`config.mk`:
```
export PLATFORM = sky130hd
export DESIGN_NAME = cobs_stream_encoder_top
export DESIGN_NICKNAME = d
export VERILOG_FILES = /design/src/rtl/cobs_enc_pkg.sv /design/src/rtl/cobs_enc_ctrl.sv /design/src/rtl/cobs_enc_dp.sv /design/src/rtl/cobs_stream_encoder_top.sv
export VERILOG_INCLUDE_DIRS = /design/src /design/src/rtl
export SDC_FILE = /design/constraint.sdc
export NUM_CORES = 2
export LEC_CHECK = 0
export ABC_AREA = 1
export BUFFER_PORTS_ARGS = -buffer_cell sky130_fd_sc_hd__buf_2
export CORE_ASPECT_RATIO = 1.75
export CORE_MARGIN = 5
export CORE_UTILIZATION = 35
export CTS_BUF_LIST = sky130_fd_sc_hd__clkbuf_2 sky130_fd_sc_hd__clkbuf_4 sky130_fd_sc_hd__clkbuf_8
export CTS_CLUSTER_DIAMETER = 30
export DETAILED_ROUTE_END_ITERATION = 6
export GPL_TIMING_DRIVEN = 0
export RECOVER_POWER = 50
export REMOVE_ABC_BUFFERS = 1
export SKIP_LAST_GASP = 1
export SYNTH_ARGS = -nofsm -noshare
export SYNTH_HDL_FRONTEND = slang
export SYNTH_HIERARCHICAL = 1
export SYNTH_SLANG_ARGS = --single-unit
export TNS_END_PERCENT = 5
```
`constraint.sdc`:
```
create_clock -name clk -period 7.4 [get_ports clk]
set_input_delay 1.48 -clock clk [delete_from_list [all_inputs] [get_ports clk]]
set_output_delay 1.48 -clock clk [all_outputs]
set_load 0.005 [all_outputs]
```
`src/rtl/cobs_stream_encoder_top_assert.svh`:
```
// Assertion macros used by the encoder datapath RTL
`ifndef COBS_STREAM_ENCODER_TOP_ASSERT_SVH
`define COBS_STREAM_ENCODER_TOP_ASSERT_SVH

`ifndef ASSERT_OFF

`define COBS_ASSERT(lbl, clk, rst_n, prop) \
	lbl: assert property (@(posedge clk) disable iff (!rst_n) (prop)) \
		else $error("cobs encoder: assertion failed");

`define COBS_ASSERT_NEXT(lbl, clk, rst_n, ante, cons) \
	lbl: assert property (@(posedge clk) disable iff (!rst_n) (ante) |=> (cons)) \
		else $error("cobs encoder: assertion failed");

`else

`define COBS_ASSERT(lbl, clk, rst_n, prop)

`define COBS_ASSERT_NEXT(lbl, clk, rst_n, ante, cons)

`endif

`endif

```
`src/rtl/cobs_enc_pkg.sv`:
```
// Types and constants of the COBS stream encoder
`default_nettype none

package cobs_enc_pkg;

	localparam int RUN_MAX   = 254;
	localparam int LANES     = 4;
	localparam int ROWS      = 64;
	localparam int ROW_W     = $clog2(ROWS);
	localparam int POS_W     = 9;

	localparam logic [7:0] TRAIL_CODE = 8'h01;

	// controller to datapath
	typedef struct packed {
		logic accept;
		logic rd_en;
		logic load;
	} cobs_cmd_t;

	// datapath to controller
	typedef struct packed {
		logic emit_req;
		logic last_chunk;
		logic out_free;
	} cobs_status_t;

endpackage

`default_nettype wire

```
`src/rtl/cobs_enc_ctrl.sv`:
```
// Controller state machine of the COBS stream encoder
`default_nettype none

module cobs_enc_ctrl
	import cobs_enc_pkg::*;
(
	input  wire logic         clk,
	input  wire logic         arst_n,
	input  wire logic         in_valid,
	output logic              in_ready,
	input  wire cobs_status_t status,
	output cobs_cmd_t         cmd
);

	localparam logic [1:0] ST_IDLE = 2'd0;
	localparam logic [1:0] ST_READ = 2'd1;
	localparam logic [1:0] ST_LOAD = 2'd2;

	logic [1:0] state_q;
	logic [1:0] state_d;

	always_comb begin
		in_ready   = (state_q == ST_IDLE);
		cmd.accept = in_valid && in_ready;
		cmd.rd_en  = (state_q == ST_READ);
		cmd.load   = (state_q == ST_LOAD) && status.out_free;
		state_d    = state_q;
		case (state_q)
			ST_IDLE: begin
				if (cmd.accept && status.emit_req)
					state_d = ST_READ;
			end
			ST_READ: begin
				state_d = ST_LOAD;
			end
			ST_LOAD: begin
				// hold until the output register can take the chunk
				if (status.out_free)
					state_d = status.last_chunk ? ST_IDLE : ST_READ;
			end
			default: begin
				state_d = ST_IDLE;
			end
		endcase
	end

	always_ff @(posedge clk or negedge arst_n) begin
		if (!arst_n)
			state_q <= ST_IDLE;
		else
			state_q <= state_d;
	end

endmodule

`default_nettype wire

```
`src/rtl/cobs_enc_dp.sv`:
```
// Datapath of the COBS stream encoder: run store, chunk builder, output register
`default_nettype none

`include "cobs_stream_encoder_top_assert.svh"

module cobs_enc_dp
	import cobs_enc_pkg::*;
(
	input  wire logic      clk,
	input  wire logic      arst_n,
	input  wire logic [7:0] data_byte,
	input  wire logic      frame_end,
	input  wire cobs_cmd_t cmd,
	output cobs_status_t   status,
	output logic           out_valid,
	input  wire logic      out_ready,
	output logic [7:0]     out_byte0,
	output logic [7:0]     out_byte1,
	output logic [7:0]     out_byte2,
	output logic [7:0]     out_byte3,
	output logic [2:0]     byte_count,
	output logic           last_of_run
);

	// run store, one row holds four consecutive run bytes
	logic [LANES-1:0][7:0] mem_q [0:ROWS-1];
	logic [LANES-1:0][7:0] rd_data_q;

	logic [7:0]       run_len_q;
	logic [7:0]       flush_len_q;
	logic [7:0]       code_q;
	logic             trail_q;
	logic [POS_W-1:0] total_q;
	logic [POS_W-1:0] pos_q;
	logic [7:0]       carry_q;

	logic             out_valid_q;
	logic [LANES-1:0][7:0] obyte_q;
	logic [2:0]       cnt_q;
	logic             last_q;

	logic             byte_zero;
	logic [7:0]       len_inc;
	logic             run_full;
	logic             emit_req;
	logic [7:0]       flush_len_d;
	logic             trail_d;

	logic [POS_W-1:0] remain;
	logic [2:0]       chunk_cnt;
	logic             chunk_last;
	logic [LANES-1:0][7:0] chunk;
	logic [POS_W-1:0] flush_end;

	always_comb begin
		byte_zero   = (data_byte == 8'd0);
		len_inc     = run_len_q + 8'd1;
		run_full    = !byte_zero && (len_inc == 8'(RUN_MAX));
		emit_req    = byte_zero || run_full || frame_end;
		flush_len_d = byte_zero ? run_len_q : len_inc;
		trail_d     = frame_end && (byte_zero || run_full);
	end

	// chunk at pos_q: code byte, run bytes, then the trailing code if any
	always_comb begin
		remain     = total_q - pos_q;
		chunk_last = (remain <= POS_W'(LANES));
		chunk_cnt  = chunk_last ? remain[2:0] : 3'(LANES);
		flush_end  = {1'b0, flush_len_q};
		for (int j = 0; j < LANES; j++) begin
			logic [POS_W-1:0] p;
			logic [7:0]       src;
			p   = pos_q + POS_W'(j);
			src = (j == 0) ? carry_q : rd_data_q[(j == 0) ? 0 : j - 1];
			if (p == '0)
				chunk[j] = code_q;
			else if (p <= flush_end)
				chunk[j] = src;
			else if (trail_q && (p == flush_end + POS_W'(1)))
				chunk[j] = TRAIL_CODE;
			else
				chunk[j] = 8'd0;
		end
	end

	always_comb begin
		status.emit_req   = emit_req;
		status.last_chunk = chunk_last;
		status.out_free   = !out_valid_q || out_ready;
	end

	always_ff @(posedge clk) begin
		if (cmd.accept && !byte_zero)
			mem_q[run_len_q[ROW_W+1:2]][run_len_q[1:0]] <= data_byte;
		if (cmd.rd_en)
			rd_data_q <= mem_q[pos_q[ROW_W+1:2]];
	end

	always_ff @(posedge clk or negedge arst_n) begin
		if (!arst_n) begin
			run_len_q <= 8'd0;
		end else if (cmd.accept) begin
			run_len_q <= emit_req ? 8'd0 : len_inc;
		end
	end

	always_ff @(posedge clk) begin
		if (cmd.accept) begin
			flush_len_q <= flush_len_d;
			code_q      <= flush_len_d + 8'd1;
			trail_q     <= trail_d;
			total_q     <= POS_W'(1) + {1'b0, flush_len_d} + POS_W'(trail_d);
			pos_q       <= '0;
		end else if (cmd.load) begin
			pos_q   <= pos_q + POS_W'(LANES);
			// keep the top lane: it opens the next chunk
			carry_q <= rd_data_q[LANES-1];
		end
	end

	always_ff @(posedge clk or negedge arst_n) begin
		if (!arst_n)
			out_valid_q <= 1'b0;
		else if (cmd.load)
			out_valid_q <= 1'b1;
		else if (out_ready)
			out_valid_q <= 1'b0;
	end

	always_ff @(posedge clk) begin
		if (cmd.load) begin
			obyte_q <= chunk;
			cnt_q   <= chunk_cnt;
			last_q  <= chunk_last;
		end
	end

	assign out_valid   = out_valid_q;
	assign out_byte0   = obyte_q[0];
	assign out_byte1   = obyte_q[1];
	assign out_byte2   = obyte_q[2];
	assign out_byte3   = obyte_q[3];
	assign byte_count  = cnt_q;
	assign last_of_run = last_q;

	`COBS_ASSERT(a_run_len_bound, clk, arst_n, run_len_q < 8'(RUN_MAX))
	`COBS_ASSERT(a_count_range, clk, arst_n, !out_valid_q || (cnt_q != 3'd0 && cnt_q <= 3'(LANES)))
	`COBS_ASSERT_NEXT(a_pos_inside, clk, arst_n, cmd.load && !chunk_last, pos_q < total_q)
	`COBS_ASSERT_NEXT(a_load_shows, clk, arst_n, cmd.load, out_valid_q)

endmodule

`default_nettype wire

```
`src/rtl/cobs_stream_encoder_top.sv`:
```
// Top level of the COBS stream encoder
// Input channel: one raw frame byte per request (data_byte) with frame_end on the
// last byte of a frame; in_valid/in_ready handshake.
// Output channel: encoded bytes packed four per request (out_byte0..3), byte_count
// valid bytes in order, last_of_run on the final chunk caused by one input byte.
// The caller appends the zero delimiter after each frame.
// A byte that emits nothing is accepted and in_ready stays high.
// A byte that flushes a run (zero byte, 254th run byte or frame end) is accepted,
// then each output chunk passes a read step, which fetches a four-byte row
// of the run store (single read port), and a load step into the output register.
// A full 254-byte run gives 64 chunks. in_ready is low until the last chunk is loaded.
// A stalled receiver holds the output register; the encoder waits in its load
// step and no chunk is lost. The next input byte is taken while the last chunk
// still waits.
// Reset clears the pending run and the output valid flag; the run store itself
// needs no clearing, only written entries are ever shown.
`default_nettype none

module cobs_stream_encoder_top
	import cobs_enc_pkg::*;
(
	input  wire logic       clk,
	input  wire logic       arst_n,
	input  wire logic       in_valid,
	output logic            in_ready,
	input  wire logic [7:0] data_byte,
	input  wire logic       frame_end,
	output logic            out_valid,
	input  wire logic       out_ready,
	output logic [7:0]      out_byte0,
	output logic [7:0]      out_byte1,
	output logic [7:0]      out_byte2,
	output logic [7:0]      out_byte3,
	output logic [2:0]      byte_count,
	output logic            last_of_run
);

	cobs_cmd_t    cmd;
	cobs_status_t status;

	cobs_enc_ctrl u_ctrl (
		.clk      (clk),
		.arst_n   (arst_n),
		.in_valid (in_valid),
		.in_ready (in_ready),
		.status   (status),
		.cmd      (cmd)
	);

	cobs_enc_dp u_dp (
		.clk         (clk),
		.arst_n      (arst_n),
		.data_byte   (data_byte),
		.frame_end   (frame_end),
		.cmd         (cmd),
		.status      (status),
		.out_valid   (out_valid),
		.out_ready   (out_ready),
		.out_byte0   (out_byte0),
		.out_byte1   (out_byte1),
		.out_byte2   (out_byte2),
		.out_byte3   (out_byte3),
		.byte_count  (byte_count),
		.last_of_run (last_of_run)
	);

endmodule

`default_nettype wire

```
Word-level counts from Yosys, hierarchy flattened
Memory sizes are Yosys's and may differ from the RTL's. A register that Yosys moved wholly into a read port is not among the register bits.
Cells that the tools add are included.
Word-level totals
  input port bits: 13
  flip-flop bits (word level): 90
  output and inout bits: 38
  RAM bits: 2048
  memories: 1
Memories
  u_dp.mem_q: words 64, width 32, read ports 1, clocked after Yosys merged registers in 1, write ports 1, line cobs_enc_dp.sv:26  | logic [LANES-1:0][7:0] mem_q [0:ROWS-1];
Cells by class
  reduce and logical (&&, ||, !) cells: 25
  equality and inequality tests: 9
  bitwise logic cells: 1
  add/subtract/negate cells: 10
  muxes and demuxes: 24
  magnitude comparators: 7
Operators by type and width (number)
  8-bit two-way mux: 11
  9-bit == test: 4
  9-bit by 8-bit less-or-equal comparator with 1-bit output: 4
  9-bit logical NOT: 4
  32-bit two-way mux: 1
  9-bit by 2-bit adder with 9-bit output (second input constant): 2
  8-bit by 1-bit adder with 8-bit output (second input constant): 2
  8-bit demux with 2-bit select: 1
  1-bit logical AND: 11
  1-bit by 8-bit adder with 9-bit output (first input constant): 1
  8-bit by 1-bit adder with 9-bit output (second input constant): 1
  9-bit by 1-bit adder with 9-bit output: 1
  9-bit by 1-bit adder with 9-bit output (second input constant): 1
  9-bit by 3-bit adder with 9-bit output (second input constant): 1
  9-bit by 3-bit less-or-equal comparator with 1-bit output (second input constant): 1
  9-bit subtractor: 1
  8-bit == test (second input constant): 1
  8-bit logical NOT: 1
  1-bit two-way mux: 8
  2-bit one-hot mux with 3 select lines: 1
  2-bit two-way mux: 2
  2-bit by 1-bit != test with 1-bit output (second input constant): 2
  2-bit AND reduction: 2
  1-bit logical OR: 3
  8 further kinds: 9

Longest topological paths before layout
  depth in word-level cells: 8
  gate-level depth with buffers: 19

Hierarchy
Netlist, hierarchy kept.
Modules (own cells, without submodules)
  cobs_enc_dp: cells an instance 7720, times used 1, area an instance 89024.1 um2
  cobs_enc_ctrl: cells an instance 18, times used 1, area an instance 125.1 um2

Least setup slack after synthesis
No wires, ideal clock.
  path type: input -> register
  start point: input port in_valid
  end point: memory u_dp/mem_q[0][0] (netlist name), enable pin
  setup slack: 1978 ps
  arrival time: 5051 ps
  stages: 6
  setup time: 370 ps
  required time: 7030 ps
  path through: nor3b_1 -> inv_1 -> nor2_1 -> nand2_1 -> clkbuf_1 -> nor2_1
Between the ends
  cells in the longest elaborated chain, start to end: 4
Ends and longest elaborated chain
  from (decl): line cobs_stream_encoder_top.sv:24  | input wire logic in_valid,
  1-bit logical AND: line cobs_enc_ctrl.sv:24  | cmd.accept = in_valid && in_ready;
  1-bit logical AND: line cobs_enc_dp.sv:93  | if (cmd.accept && !byte_zero)
  1-bit two-way mux: line cobs_enc_dp.sv:93
  32-bit two-way mux (not written as such): line cobs_enc_dp.sv:94  | mem_q[run_len_q[ROW_W+1:2]][run_len_q[1:0]] <= data_byte;
  to (decl): line cobs_enc_dp.sv:26
Every way passes these cells.

Worst setup path after layout
  start point: input port data_byte[6]
  end point: memory u_dp/mem_q[40][13] (netlist name), enable pin
Between the ends
  cells in the longest elaborated chain, start to end: 5
Ends and longest elaborated chain
  from (decl): line cobs_stream_encoder_top.sv:26  | input wire logic [7:0] data_byte,
  8-bit logical NOT: line cobs_enc_dp.sv:56  | byte_zero = (data_byte == 8'd0);
  1-bit logical NOT: line cobs_enc_dp.sv:93
  1-bit logical AND: line cobs_enc_dp.sv:93
  1-bit two-way mux: line cobs_enc_dp.sv:93
  32-bit two-way mux (not written as such): line cobs_enc_dp.sv:94
Every way passes these cells.

==> summary.md <==
| Metric | Value |
|---|---|
| Simple-gate share of the synthesized area | `roughly 16%` |
| # fillers | `23.9k` |
| Max Fclk | `173 MHz` |
| Compound-Gate Fraction of Synth Area | `7.63%` |
| FF+latch count, synth | `roughly 2.2k` |
| Highest routed layer | `met5` |
| Critical Path, Cell by Cell | `clkbuf_1 > buf_16 > nor2_1 > nand2_1 > nor2_2 > nor2_1 > nand2_4 > nor2_1` |
| Max VDD drop | `around 380 uV` |
| Placer Congestion | `about 0.85` |
| CTS Buffer Depth | `4` |
| RSZ-0062 raised after global routing | `no` |
| Hold Startpoint | `u_dp/rd_data_q[31]` |
| Post-Synth Adder-Cell Area | `0.331%` |
| Initial antenna violation count | `3` |
| Commonest cells in the netlist | `2150 x edfxtp_1, 2092 x nor2_1, 1105 x nand2_1` |
| Endpoints failing setup | `0` |
| Post-layout util | `roughly 40%` |
| Vias per Instance | `about 5` |
| RR Startpoint | `u_dp/pos_q[3]` |
| DRC | `1` |
| Mean post-synth cell area | `11.5 sq um` |
| Crit-path max FO | `94` |
| Syn-to-layout area delta | `11.7%` |
| Final Max Tran Viols | `between 500 and 600` |
| Clock Power Share | `between 20 and 30%` |
| Cell count after synthesis | `about 7.7k` |
| Synthesized-area fraction occupied by xor and xnor cells | `less than 1%` |
| Cell Rows | `roughly 250` |
| Port bufs | `50` |
| Switching Fraction | `between 30% and 40%` |
| Largest net degree at the start of global routing | `252` |
| Die extent in x | `roughly 390 um` |
| Met3 Routed Length | `between 10 and 15 mm` |
| Cell Area, Placed | `93400 sq um` |
| Fin crit period | `slightly below 6 ns` |
| PwrDens | `329 nW/um^2` |
| Sequential power share | `a little over two fifths` |
| Sinks on Clock Net | `around 2.2k` |
| Comb pwr share | `a little over a quarter` |
| Die Y-Extent | `around 680 um` |
| Vias in the first global route | `between 50k and 60k` |
| Detailed Place HPWL | `about 150 mm` |
| Hold WC Path Type | `reg2reg` |
| Unique cell type count in the Yosys netlist | `36` |
| Post-Syn Area | `around 89000 sq um` |
| Sequential-to-total area share from yosys stat | `between 70 and 80%` |
| Most area-consuming cells after synthesis | `edfxtp_1 72%, nor2_1 8.8%, o21ai_0 5.3%` |
| Top cell type's share of synthesized area | `approximately 72%` |
| Net Sw Power | `roughly 11000 uW` |
| Post-Layout Inst Area | `roughly 100000 sq um` |
| Async SR Flop Fraction | `less than 1%` |
| Post-CTS Resized | `0` |
| Inserted Clock Buffers | `319` |
| Setup TNS | `0 ns` |
| I/O pin count | `51` |
| Max stage delay on crit path | `between 1.5 and 2 ns` |
| FF+latch area | `~65000 sq um` |
| Endpoint class of the critical path | `register` |
| Placed cells | `approximately 11k` |
| Startpoint types | `primary input` |
| Leak | `0.0337 uW` |
| Drt first-iter violations | `about 5.2k` |
| Post-CTS setup buffer count | `0` |
| Overflow after GRT | `0` |
| CTS HTree Levels | `5` |
| WHS Path Cells | `0` |
| Crit-path most repeated cell | `nor2_1` |
| Synth Warn # | `6` |
| M1 wire length | `approximately 90 mm` |
| FF-to-FF setup slack | `approximately 1.7 ns` |
| Internal | `around 22000 uW` |
| Clock latency on the worst-skew pair | `roughly 0.92 ns` |
| Metal2 WL | `about 130 mm` |
| CP arrival | `approximately 6.3 ns` |
| Final hold vios | `0` |
| EDFF count, synth | `between 2k and 2.5k` |
| Starting Density | `a little over a third` |
| Relative slew slack | `-118%` |
| Clock tree from TritonCTS | `yes` |
| Slew at the pin with the worst max-slew slack | `~3.3 ns` |
| Root Driver | `clkbuf_8` |
| Layout cells sized above 1 | `around 8.4%` |
| Count leader, synth | `edfxtp_1` |
| Placeable Area | `254000 sq um` |
| Area occupied by multi-input gates | `21300 sq um` |
| Routed WL per cell | `roughly 22 um` |
| Max Cap Viol | `9` |
| Yosys top cell by area | `edfxtp_1` |
| Worst clock skew | `between 0.04 and 0.05 ns` |
| Violated checks | `design-rule violations, max-capacitance violations, max-slew violations` |
| Worst reg2reg path depth | `13` |
| Drt first pass iters | `7` |
| Crit-path slowest cell | `clkbuf_1` |
| Critical path origin | `data_byte[6]` |
| Main combinational cell family by area after synthesis | `simple AND/OR/NAND/NOR gates` |
| Routed WL | `~250 mm` |
| First-pass GRT wire length | `between 300 and 400 mm` |
| Status | `finished with violations` |
| Top FF cell, synth | `edfxtp_1` |
| Vias | `just under 60k` |
| Clock slew at reported path FFs | `roughly 0.060 ns` |
| Mux cell area share after synthesis | `0%` |
| Hold buffer count at cts | `0` |
| Non-filler cells, final | `~11k` |
| Final #Nets | `around 7.8k` |
| Period utilization | `about 80%` |
| Antenna-violating nets left | `0` |
| Full die area | `roughly 270000 sq um` |
| Crit Path Class | `in2reg` |
| Required @ worst endpoint | `7.92 ns` |
| GR Util All Layers | `between 10% and 20%` |
-- power by group through the flow --
stage | logic (uW) | registers, uW | clock network [uW]
final | 8860 | 14200 | 9690
after global routing | 9770 | 14300 | 10400
after CTS | 8870 | 14200 | 9920
after detailed placement | 8830 | 14500 | 0
after global placement | 5080 | 14900 | 0
after floorplan | 4890 | 14800 | 0
-- per-stage QoR --
stage          setup slack (ns)  hold slack (ns)  total power, uW
2_1_floorplan            -29.14            0.400            19700
3_3_place_gp             -77.22            0.401            20000
3_5_place_dp               1.59            0.413            23300
4_1_cts                    2.61            0.425            33000
5_1_grt                    1.39            0.438            34500
6_report                   1.61            0.425            32800
-- routing by layer --
metal / up-vias / track usage [%]
met5: - / 0
met2: 2102 / 32.3
li1: 26900 / -
met4: 2 / 11.3
met1: 28600 / 21.1
met3: 618 / 2.38
-- area by class of cell --
class | instances | area share, %
sequential | 2168 | 65.3
multi-input combinational | 4900 | 21.4
clock buffer | 402 | 5.04
tap | 3334 | 4.19
timing repair buffer | 123 | 1.95
clock inverter | 162 | 1.28
inverter | 210 | 0.831
antenna | 6 | 0.0151
-- placed cells by master, fill, tap and decap left out, types with 11 or more instances in the layout --
| cell type | n |
|---|---|
| buf_16 | 48 |
| clkinv_2 | 44 |
| clkinv_1 | 64 |
| edfxtp_1 | 2150 |
| clkbuf_8 | 320 |
| nand3_1 | 341 |
| o211ai_1 | 150 |
| xor2_1 | 12 |
| nand2_1 | 1100 |
| inv_6 | 16 |
| a21oi_1 | 85 |
| o21ai_1 | 67 |
| o22ai_1 | 18 |
| buf_2 | 40 |
| ha_1 | 22 |
| clkinvlp_4 | 23 |
| bufinv_16 | 14 |
| o21ai_0 | 945 |
| nand4_1 | 17 |
| nor2_1 | 2090 |
| inv_1 | 188 |
| clkbuf_4 | 82 |
| dfrtp_1 | 11 |
-- sequential cells by signal, summed over array words and instances, names as in the netlist --
signal	cells
u_dp/rd_data_q	32
u_dp/out_byte2	8
u_dp/last_of_run	1
u_dp/total_q	9
u_dp/out_byte1	8
u_dp/flush_len_q	8
u_dp/carry_q	8
u_dp/byte_count	3
u_dp/out_byte0	8
u_dp/out_valid	1
u_dp/code_q	8
u_dp/run_len_q	8
u_ctrl/state_q	2
u_dp/mem_q	2048
u_dp/trail_q	1
u_dp/pos_q	7
u_dp/out_byte3	8
-- path summary, 6_finish.rpt --
check,endpoint
worst min register to register,u_dp/carry_q[7]
max in group asynchronous,u_dp/run_len_q[7]
worst min-delay path,u_dp/carry_q[7]
min in group asynchronous,u_dp/out_valid
worst max-delay path,u_dp/mem_q[40][13]
worst max register to register,u_dp/rd_data_q[22]
-- worst max-delay path: cells and delay by family --
family / cells / cell delay [ns]
buffers and inverters: 2 / 1.90
and+or+nand+nor: 6 / 2.63
-- cell families (layout without fill, tap and decap cells) --
| group | Yosys count | after routing |
|---|---|---|
| and+or+nand+nor | 3586 | 3586 |
| buffers and inverters | 670 | 897 |
| other | 0 | 6 |
| adders and majority gates | 23 | 23 |
| DFF | 2168 | 2168 |
| AOI/OAI and AO/OA | 1274 | 1274 |
| xor gates and xnor gates | 17 | 17 |
(Power assumes the default switching activity.)
